$ cat src/sv/one_mismatch_string_matcher_macros.svh
// ---------------------------------------------------------------------------
// One-mismatch string matcher assertion macros
// Clocked property checks shared by the matcher RTL.
// ---------------------------------------------------------------------------
`ifndef ONE_MISMATCH_STRING_MATCHER_MACROS_SVH
`define ONE_MISMATCH_STRING_MATCHER_MACROS_SVH

// Check a property on every clock edge outside reset.
`define OMSM_ASSERT(lbl, prop, msg) \
  lbl: assert property (@(posedge clk) disable iff (rst) prop) else $error(msg);

// Check a property on every clock edge, reset included.
`define OMSM_ASSERT_ALWAYS(lbl, prop, msg) \
  lbl: assert property (@(posedge clk) prop) else $error(msg);

`endif

$ cat src/sv/omsm_pkg.sv
// ---------------------------------------------------------------------------
// One-mismatch string matcher package
// Widths, command and result codes, and types shared by the matcher files.
// ---------------------------------------------------------------------------
package omsm_pkg;

  localparam int     MAX_PATTERN_DEF = 64;
  localparam longint MAX_TEXT_DEF    = 65536;

  localparam int CMD_W  = 2;
  localparam int CHAR_W = 8;
  localparam int POS_W  = 16;

  typedef logic [CMD_W-1:0] cmd_t;

  localparam cmd_t CMD_CLEAR  = 2'd0;
  localparam cmd_t CMD_APPEND = 2'd1;
  localparam cmd_t CMD_TEXT   = 2'd2;
  localparam cmd_t CMD_END    = 2'd3;

  localparam logic KIND_MATCH   = 1'b0;
  localparam logic KIND_SUMMARY = 1'b1;

  typedef struct packed {
    cmd_t              cmd;
    logic [CHAR_W-1:0] ch;
  } item_t;

  // Window compare summary, capped at two differing bytes.
  typedef struct packed {
    logic diff_any;
    logic diff_multi;
  } cmp_t;

  typedef struct packed {
    logic             kind;
    logic [POS_W-1:0] position;
    logic             mismatches;
    logic             any_match;
    logic             position_overflow;
  } result_t;

endpackage

$ cat src/sv/omsm_if.sv
// ---------------------------------------------------------------------------
// One-mismatch string matcher channels
// Valid/ready channels for command items and result items.
// ---------------------------------------------------------------------------
interface omsm_in_if;
  import omsm_pkg::*;

  logic              valid;
  logic              ready;
  cmd_t              cmd;
  logic [CHAR_W-1:0] char_in;

  modport source (output valid, cmd, char_in, input ready);
  modport sink   (input valid, cmd, char_in, output ready);
endinterface

interface omsm_out_if;
  import omsm_pkg::*;

  logic             valid;
  logic             ready;
  logic             kind;
  logic [POS_W-1:0] position;
  logic             mismatches;
  logic             any_match;
  logic             position_overflow;

  modport source (output valid, kind, position, mismatches, any_match, position_overflow,
                  input ready);
  modport sink   (input valid, kind, position, mismatches, any_match, position_overflow,
                  output ready);
endinterface

$ cat src/sv/omsm_store.sv
// ---------------------------------------------------------------------------
// Pattern and text window store
// Holds the pattern newest-byte-first and the text window, and compares all
// window positions with the pattern in parallel.
// ---------------------------------------------------------------------------
module omsm_store #(
  parameter int MAX_PATTERN = omsm_pkg::MAX_PATTERN_DEF,
  parameter int LEN_W       = $clog2(omsm_pkg::MAX_PATTERN_DEF + 1)
) (
  input  logic                clk,
  input  logic                rst,
  input  logic                step,
  input  omsm_pkg::item_t     item,
  output logic [LEN_W-1:0]    plen,
  output omsm_pkg::cmp_t      cmp
);
  import omsm_pkg::*;

  // pat[k] holds pattern byte plen-1-k, so it lines up with window entry k.
  logic [CHAR_W-1:0] pat     [MAX_PATTERN];
  logic [CHAR_W-1:0] win     [MAX_PATTERN];
  logic [CHAR_W-1:0] win_next[MAX_PATTERN];
  logic [MAX_PATTERN-1:0] diff;
  logic append_ok;

  assign append_ok = step && (item.cmd == CMD_APPEND) && (plen < LEN_W'(MAX_PATTERN));

  always_comb begin
    win_next[0] = item.ch;
    for (int k = 1; k < MAX_PATTERN; k++) begin
      win_next[k] = win[k-1];
    end
    for (int k = 0; k < MAX_PATTERN; k++) begin
      diff[k] = (pat[k] != win_next[k]) && (plen > LEN_W'(k));
    end
  end

  // Clear the lowest set bit: anything left means two or more differences.
  assign cmp.diff_any   = |diff;
  assign cmp.diff_multi = |(diff & (diff - MAX_PATTERN'(1)));

  always_ff @(posedge clk) begin
    if (append_ok) begin
      pat[0] <= item.ch;
      for (int k = 1; k < MAX_PATTERN; k++) begin
        pat[k] <= pat[k-1];
      end
    end
  end

  always_ff @(posedge clk) begin
    if (rst) begin
      plen <= '0;
      for (int k = 0; k < MAX_PATTERN; k++) begin
        win[k] <= '0;
      end
    end else if (step) begin
      case (item.cmd)
        CMD_CLEAR: begin
          plen <= '0;
        end
        CMD_APPEND: begin
          if (append_ok) begin
            plen <= plen + LEN_W'(1);
          end
        end
        CMD_TEXT: begin
          for (int k = 0; k < MAX_PATTERN; k++) begin
            win[k] <= win_next[k];
          end
        end
        CMD_END: begin
          for (int k = 0; k < MAX_PATTERN; k++) begin
            win[k] <= '0;
          end
        end
        default: begin
          plen <= plen;
        end
      endcase
    end
  end

endmodule

$ cat src/sv/omsm_track.sv
// ---------------------------------------------------------------------------
// Text position tracker
// Counts text bytes, saturates at the position limit, keeps the found flag
// and forms the result item for the current command.
// ---------------------------------------------------------------------------
module omsm_track #(
  parameter longint MAX_TEXT = omsm_pkg::MAX_TEXT_DEF,
  parameter int     LEN_W    = $clog2(omsm_pkg::MAX_PATTERN_DEF + 1)
) (
  input  logic                clk,
  input  logic                rst,
  input  logic                step,
  input  omsm_pkg::cmd_t      cmd,
  input  logic [LEN_W-1:0]    plen,
  input  omsm_pkg::cmp_t      cmp,
  output logic                res_valid,
  output omsm_pkg::result_t   res
);
  import omsm_pkg::*;

  localparam longint POS_MAX = (longint'(1) << POS_W) - 1;
  localparam logic [POS_W-1:0] POS_LIMIT =
    (MAX_TEXT - 1 < POS_MAX) ? POS_W'(MAX_TEXT - 1) : POS_W'(POS_MAX);

  logic [POS_W-1:0] text_count;
  logic             count_saturated;
  logic             found_flag;
  logic             filled;
  logic             hit;
  logic [POS_W-1:0] start_pos;

  assign filled = count_saturated ||
                  ((POS_W+1)'(text_count) + (POS_W+1)'(1) >= (POS_W+1)'(plen));
  assign hit = (cmd == CMD_TEXT) && (plen != '0) && filled && !cmp.diff_multi;
  assign start_pos = count_saturated ? POS_LIMIT
                                     : text_count + POS_W'(1) - POS_W'(plen);

  always_comb begin
    res_valid = hit || (cmd == CMD_END);
    if (cmd == CMD_END) begin
      res.kind              = KIND_SUMMARY;
      res.position          = '0;
      res.mismatches        = 1'b0;
      res.any_match         = found_flag;
      res.position_overflow = count_saturated;
    end else begin
      res.kind              = KIND_MATCH;
      res.position          = start_pos;
      res.mismatches        = cmp.diff_any;
      res.any_match         = 1'b0;
      res.position_overflow = count_saturated;
    end
  end

  always_ff @(posedge clk) begin
    if (rst) begin
      text_count      <= '0;
      count_saturated <= 1'b0;
      found_flag      <= 1'b0;
    end else if (step) begin
      case (cmd)
        CMD_TEXT: begin
          if (hit) begin
            found_flag <= 1'b1;
          end
          if (!count_saturated) begin
            if (text_count >= POS_LIMIT) begin
              count_saturated <= 1'b1;
            end else begin
              text_count <= text_count + POS_W'(1);
            end
          end
        end
        CMD_END: begin
          text_count      <= '0;
          count_saturated <= 1'b0;
          found_flag      <= 1'b0;
        end
        default: begin
          text_count <= text_count;
        end
      endcase
    end
  end

endmodule

$ cat src/sv/one_mismatch_string_matcher.sv
// A command item is held in the input register; its result item goes to the
// result register, and every window position is compared with the pattern
// between the two. Throughput: one item per cycle unless a result is stalled.
// Reset (synchronous, rst high): clears pattern length, text window, position
// counter, saturation and found flags and both handshake stages; pattern bytes
// keep their contents until appended again.
// ---------------------------------------------------------------------------
// One-mismatch string matcher
// Streams text against a loaded pattern and reports windows that differ from
// it in at most one byte, with an end-of-text summary.
// ---------------------------------------------------------------------------
`include "one_mismatch_string_matcher_macros.svh"

module one_mismatch_string_matcher #(
  parameter int     MAX_PATTERN = omsm_pkg::MAX_PATTERN_DEF,
  parameter longint MAX_TEXT    = omsm_pkg::MAX_TEXT_DEF
) (
  input  logic          clk,
  input  logic          rst,
  omsm_in_if.sink       item,
  omsm_out_if.source    result
);
  import omsm_pkg::*;

  localparam int LEN_W = $clog2(MAX_PATTERN + 1);

  logic             stage_valid;
  item_t            stage_item;
  logic             out_valid;
  result_t          out_res;
  logic             advance;
  logic             res_valid;
  result_t          res;
  logic [LEN_W-1:0] plen;
  cmp_t             cmp;

  // An item with no result may leave even while the result register is full.
  assign advance    = stage_valid && (!res_valid || !out_valid || result.ready);
  assign item.ready = !stage_valid || advance;

  omsm_store #(
    .MAX_PATTERN (MAX_PATTERN),
    .LEN_W       (LEN_W)
  ) u_store (
    .clk  (clk),
    .rst  (rst),
    .step (advance),
    .item (stage_item),
    .plen (plen),
    .cmp  (cmp)
  );

  omsm_track #(
    .MAX_TEXT (MAX_TEXT),
    .LEN_W    (LEN_W)
  ) u_track (
    .clk       (clk),
    .rst       (rst),
    .step      (advance),
    .cmd       (stage_item.cmd),
    .plen      (plen),
    .cmp       (cmp),
    .res_valid (res_valid),
    .res       (res)
  );

  always_ff @(posedge clk) begin
    if (rst) begin
      stage_valid <= 1'b0;
    end else if (item.valid && item.ready) begin
      stage_valid <= 1'b1;
    end else if (advance) begin
      stage_valid <= 1'b0;
    end
  end

  always_ff @(posedge clk) begin
    if (item.valid && item.ready) begin
      stage_item.cmd <= item.cmd;
      stage_item.ch  <= item.char_in;
    end
  end

  always_ff @(posedge clk) begin
    if (rst) begin
      out_valid <= 1'b0;
    end else if (advance && res_valid) begin
      out_valid <= 1'b1;
    end else if (result.ready) begin
      out_valid <= 1'b0;
    end
  end

  always_ff @(posedge clk) begin
    if (advance && res_valid) begin
      out_res <= res;
    end
  end

  assign result.valid             = out_valid;
  assign result.kind              = out_res.kind;
  assign result.position          = out_res.position;
  assign result.mismatches        = out_res.mismatches;
  assign result.any_match         = out_res.any_match;
  assign result.position_overflow = out_res.position_overflow;

  `OMSM_ASSERT(a_stall_blocks_input, stage_valid && !advance |-> !item.ready, "input taken while stage stalled")
  `OMSM_ASSERT(a_match_no_summary, out_valid && out_res.kind == KIND_MATCH |-> !out_res.any_match, "match report carries summary flag")
  `OMSM_ASSERT(a_summary_fields, out_valid && out_res.kind == KIND_SUMMARY |-> out_res.position == '0 && !out_res.mismatches, "summary with nonzero position or mismatches")
  `OMSM_ASSERT(a_held_result, out_valid && !result.ready && !rst |=> out_valid && $stable(out_res), "pending result lost or changed")
  `OMSM_ASSERT(a_plen_range, plen <= LEN_W'(MAX_PATTERN), "pattern length beyond capacity")
  `OMSM_ASSERT_ALWAYS(a_reset_idle, rst |=> !result.valid && item.ready, "handshake not idle after reset")

endmodule

$ cat src/flat_wrapper.sv
// flat-port wrapper written by rule: the top's interface ports become plain ports
module one_mismatch_string_matcher_flat import omsm_pkg::*;
#(
  parameter int     MAX_PATTERN = omsm_pkg::MAX_PATTERN_DEF,
  parameter longint MAX_TEXT    = omsm_pkg::MAX_TEXT_DEF
)
  (clk, rst, item_valid, item_cmd, item_char_in, item_ready, result_valid, result_kind, result_position, result_mismatches, result_any_match, result_position_overflow, result_ready);
  omsm_in_if item_i ();
  omsm_out_if result_i ();
  input  logic clk;
  input  logic rst;
  input wire logic [$bits(item_i.valid)-1:0] item_valid;
  input wire logic [$bits(item_i.cmd)-1:0] item_cmd;
  input wire logic [$bits(item_i.char_in)-1:0] item_char_in;
  output wire logic [$bits(item_i.ready)-1:0] item_ready;
  output wire logic [$bits(result_i.valid)-1:0] result_valid;
  output wire logic [$bits(result_i.kind)-1:0] result_kind;
  output wire logic [$bits(result_i.position)-1:0] result_position;
  output wire logic [$bits(result_i.mismatches)-1:0] result_mismatches;
  output wire logic [$bits(result_i.any_match)-1:0] result_any_match;
  output wire logic [$bits(result_i.position_overflow)-1:0] result_position_overflow;
  input wire logic [$bits(result_i.ready)-1:0] result_ready;
  assign item_i.valid = item_valid;
  assign item_i.cmd = item_cmd;
  assign item_i.char_in = item_char_in;
  assign item_ready = item_i.ready;
  assign result_valid = result_i.valid;
  assign result_kind = result_i.kind;
  assign result_position = result_i.position;
  assign result_mismatches = result_i.mismatches;
  assign result_any_match = result_i.any_match;
  assign result_position_overflow = result_i.position_overflow;
  assign result_i.ready = result_ready;
  one_mismatch_string_matcher #(.MAX_PATTERN(MAX_PATTERN), .MAX_TEXT(MAX_TEXT)) u_core (.clk(clk), .rst(rst), .item(item_i), .result(result_i));
endmodule
$ cat config.mk
export PLATFORM = sky130hd
export DESIGN_NAME = one_mismatch_string_matcher_flat
export DESIGN_NICKNAME = d
export VERILOG_FILES = /design/src/sv/omsm_pkg.sv /design/src/sv/omsm_if.sv /design/src/sv/omsm_store.sv /design/src/sv/omsm_track.sv /design/src/sv/one_mismatch_string_matcher.sv /design/src/flat_wrapper.sv
export VERILOG_INCLUDE_DIRS = /design/src /design/src/sv
export SDC_FILE = /design/constraint.sdc
export NUM_CORES = 2
export LEC_CHECK = 0
export BUFFER_PORTS_ARGS = -buffer_cell sky130_fd_sc_hd__buf_2
export CAP_MARGIN = 20
export CORE_MARGIN = 2
export CORE_UTILIZATION = 62
export DETAILED_ROUTE_END_ITERATION = 8
export GPL_TIMING_DRIVEN = 0
export HOLD_SLACK_MARGIN = 0.02
export MAX_ROUTING_LAYER = met4
export PLACE_DENSITY = 0.77
export SLEW_MARGIN = 20
export SYNTH_ARGS = -nofsm -noshare
export SYNTH_HDL_FRONTEND = slang
export SYNTH_SLANG_ARGS = --single-unit
$ cat constraint.sdc
create_clock -name clk -period 56.6 [get_ports clk]
set_clock_uncertainty 0.05 [all_clocks]
set_input_delay 2.83 -clock clk [delete_from_list [all_inputs] [get_ports clk]]
set_output_delay 2.83 -clock clk [all_outputs]
set_load 0.01 [all_outputs]
==> flow_metrics.py <==
metrics = {
    "outcome": {
        "run_status": "finished, final reports clean",
    },
    "final_layout": {
        "area.growth.synth_to_final_pct": 11.7,
        "layoutNonFillerInstCount": 4704,
        "finalNetCount": 3690,
        "layout_commonest_cell": "sky130_fd_sc_hd__edfxtp_1",
        "commonest_cells_after_routing_fill_and_taps_aside": "798 x sky130_fd_sc_hd__edfxtp_1, 539 x sky130_fd_sc_hd__nor2_1, 424 x sky130_fd_sc_hd__xor2_1",
        "antenna-diode-count": 0,
        "post_route_cells_drive_above_1_share": 0.0847,
    },
    "critical_path": {
        "crit_path_cell_trace": "buf_2 -> clkbuf_1 -> inv_1 -> ha_1 -> buf_2 -> or4b_1 -> a21oi_1 -> a221oi_1 -> nor3b_1 -> nand4_1 -> nand2_1 -> o211ai_1 -> nor4_1 -> nand4_1 -> a2111oi_4 -> o21ai_0 -> or2_2 -> buf_2",
        "critical_path_buf_inv_count": 5,
        "crit_type": "reg2out",
        "critical-path-top-cell-by-count": "sky130_fd_sc_hd__buf_2",
        "crit_required_ns": 53.72,
        "timing.critical_path.fanout_max": 10,
        "start_kind": "flop",
        "path_delay_family": "simple AND/OR/NAND/NOR gates",
        "critPathSlowestCell": "sky130_fd_sc_hd__nor4_1",
        "critical-path-max-stage-delay_ns": 0.62,
        "timing.critical_path.arrival_ns": 6.82,
        "cp-end-kind": "output pin",
    },
    "floorplan": {
        "design.die.area_um2": 74100,
        "core_area_um2": 71400,
        "die_width_um": 272,
        "start_util": 0.625,
        "die_h_um": 272,
        "rows": 98,
        "top_level_ports": 36,
    },
    "yosys": {
        "yosysWarnings": 0,
        "yosysUniqueCellTypes": 79,
        "dominantRegCellSynth": "sky130_fd_sc_hd__edfxtp_1",
        "synth-edff-count": 798,
        "synth_sequential_area_ratio": 0.661,
        "synth.ff_latch_count": 1073,
        "syn_area_um2": 44600,
        "postSynthNetCount": 3499,
        "synth-async-reset-ratio": 0,
        "syn_inst": 3473,
        "syn_avg_cell_area_um2": 12.8,
    },
    "cts": {
        "clockRootBuffer": "sky130_fd_sc_hd__clkbuf_16",
        "maximum_number_of_buffers_from_clock_root_to_sink": 3,
        "cts_sinks": 1073,
        "worst_setup_hold_path_clk_slew_ns": 0.06,
        "tritoncts": "done",
        "post_cts.resized_instances": 0,
        "hold_buffers": 0,
        "cts_buffers": 103,
        "cts_setup_buffers": 0,
        "ctsHtreeMaxLevel": 3,
        "clk_latency_worst_skew_pair_ns": 0.67,
    },
    "sta": {
        "slew_violations": 0,
        "final_period_minus_worst_setup_slack_ns": 9.70,
        "timing.final.setup_violations": 0,
        "setup_tns_ns": 0,
        "actual_transition_at_the_worst_max_transition_pin_ns": 1.17,
        "layout_worst_path_cycle_share": 0.171,
        "fmax_ghz": 0.103,
        "grt_setup_unrepaired": "no",
        "worst_slew_margin_rel": 0.203,
        "finalHoldViolations": 0,
    },
    "min_path": {
        "hold_path_class": "reg2reg",
    },
    "routing": {
        "drt_first_pass_iters": 6,
        "drc": 0,
        "routed-via-count": 27936,
        "drt-total-wl_um": 102000,
        "drt-vias-per-instance": 5.94,
        "route.antenna.remaining_nets": 0,
        "drt_first_iter_violations": 2646,
        "wl_per_cell_um": 21.8,
    },
    "grt": {
        "globalRoute.totalOverflow": 0,
        "grt_max_degree": 52,
        "first_global_vias": 28057,
        "grt_util_all_layers": 0.285,
        "grt_pass1_wl_um": 158000,
        "initial_antenna_violation_count": 1,
    },
    "power": {
        "cellLeakagePower_uw": 0.0181,
        "switching_share": 0.218,
        "power_density_nw_per_um2": 32.4,
        "internal_power_uw": 1260,
        "clock_power_share": 0.412,
        "flop_pwr_share": 0.545,
        "net-switching-power_uw": 351,
        "worst_vdd_ir_v": 0.0000286,
        "combPwrFrac": 0.042,
    },
    "placed_design": {
        "placement.io_buffers": 34,
        "detailed_place_hpwl_um": 73000,
        "finalWeightedCongestion": 0.999,
        "placedCellCount": 4509,
    },
    "run": {
        "drv_cap": 0,
    },
}
flip-flops by register name, summed over array words and instances (netlist names):
register                         count
u_core.u_store.pat                 512
u_core.u_store.win                 504
u_core.result.position              16
u_core.u_track.text_count           16
u_core.stage_item                   10
u_core.u_store.plen                  7
u_core.result.any_match              1
u_core.result.kind                   1
u_core.result.mismatches             1
u_core.result.position_overflow      1
u_core.result.valid                  1
u_core.stage_valid                   1
u_core.u_track.count_saturated       1
u_core.u_track.found_flag            1
per-layer routing:
metal	up-vias	GRT usage	part of all wire
met5	-	-	0
met4	0	0.0840	0.030
met3	183	0.0405	0.059
met2	925	0.467	0.49
met1	13899	0.374	0.42
li1	12929	-	-
cell usage after synthesis, drive strengths merged, types with 6 or more instances:
cell / number / area, um2
a211oi: 239 / 1810
a21bo: 10 / 100
a21oi: 92 / 468
a221oi: 9 / 78.8
a22oi: 15 / 113
a2bb2oi: 6 / 52.6
a31o: 6 / 52.6
a31oi: 9 / 56.3
and2: 262 / 1640
and3: 12 / 75.1
buf: 50 / 285
clkbuf: 125 / 469
dfxtp: 275 / 5510
edfxtp: 798 / 24000
ha: 11 / 138
inv: 22 / 82.6
mux2i: 17 / 170
nand2: 49 / 184
nand2b: 8 / 50.1
nand3: 31 / 155
nand4: 41 / 257
nand4b: 7 / 61.3
nor2: 541 / 2040
nor2b: 7 / 43.8
nor3: 21 / 126
nor4: 111 / 694
o211ai: 7 / 52.6
o21ai: 39 / 195
o22ai: 8 / 50.1
o31ai: 6 / 45.0
or2: 10 / 62.6
xnor2: 123 / 1080
xor2: 424 / 3710
through the flow:
stage	util	area, um2	power [uW]	worst slack, ns	hold WS, ns
floorplan	-	44600	953	5.17	0.382
detailed placement	0.652	46600	965	47.71	0.405
finish	0.698	49800	1620	46.90	0.410
global placement	0.644	46000	980	-17.18	0.400
CTS	0.698	49800	1620	47.00	0.412
global route	0.698	49800	1660	46.61	0.422
worst register-to-register path, cell delays in order, from the launching register on:
cell                        delay [ns]
sky130_fd_sc_hd__dfxtp_1          0.31
sky130_fd_sc_hd__buf_2            0.18
sky130_fd_sc_hd__clkbuf_1         0.31
sky130_fd_sc_hd__inv_1            0.49
sky130_fd_sc_hd__ha_1             0.27
sky130_fd_sc_hd__buf_2            0.29
sky130_fd_sc_hd__or4b_1           0.48
sky130_fd_sc_hd__a21oi_1          0.21
sky130_fd_sc_hd__a221oi_1         0.13
sky130_fd_sc_hd__nor3b_1          0.40
sky130_fd_sc_hd__nand4_1          0.47
sky130_fd_sc_hd__nand2_1          0.21
sky130_fd_sc_hd__o211ai_1         0.19
sky130_fd_sc_hd__nor4_1           0.62
sky130_fd_sc_hd__nand4_1          0.23
sky130_fd_sc_hd__a2111oi_4        0.62
sky130_fd_sc_hd__o21ai_1          0.31
sky130_fd_sc_hd__clkbuf_1         0.41
sky130_fd_sc_hd__a31o_4           0.49
sky130_fd_sc_hd__buf_16           0.28
sky130_fd_sc_hd__buf_12           0.24
sky130_fd_sc_hd__buf_16           0.24
power groups by stage:
stage | Sequential, uW | Combinational, uW | Clock, uW
2_1_floorplan | 907 | 45.9 | 0
3_3_place_gp | 918 | 62.3 | 0
3_5_place_dp | 897 | 67.6 | 0
4_1_cts | 881 | 68.5 | 674
5_1_grt | 883 | 75.0 | 705
6_report | 881 | 68.3 | 666
cell type report:
cell class | instances | area, um2
Timing Repair Buffer | 86 | 736
Buffer | 175 | 754
Fill cell | 4977 | 21500
Multi-Input combinational cell | 2202 | 14300
Tap cell | 950 | 1190
Clock inverter | 49 | 402
Inverter | 23 | 86.3
Clock buffer | 146 | 2860
Sequential cell | 1073 | 29500
kinds of logic after synthesis:
group	after synthesis	synth area share
flip-flops	1073	0.661
AND/OR/NAND/NOR	1126	0.126
buffers and inverters	198	0.0189
multiplexers	17	0.00382
XOR/XNOR	547	0.107
adder cells (fa/ha/maj)	13	0.00376
AO/OA/AOI/OAI	499	0.0796
worst paths after layout:
check,slack (ns),to,depth (start not counted),from
worst max-delay path,46.90,item_ready,18,u_core.u_store.plen[1]$_SDFFE_PP0P_
worst min-delay path,0.41,u_core.u_store.pat[0][180]$_DFFE_PP_,0,u_core.u_store.pat[0][172]$_DFFE_PP_
worst max register to register,48.88,u_core.u_store.win[0][28]$_SDFFCE_PP0P_,21,u_core.u_store.plen[1]$_SDFFE_PP0P_
worst min register to register,0.41,u_core.u_store.pat[0][180]$_DFFE_PP_,0,u_core.u_store.pat[0][172]$_DFFE_PP_
Power figures use the tool's default switching activity.
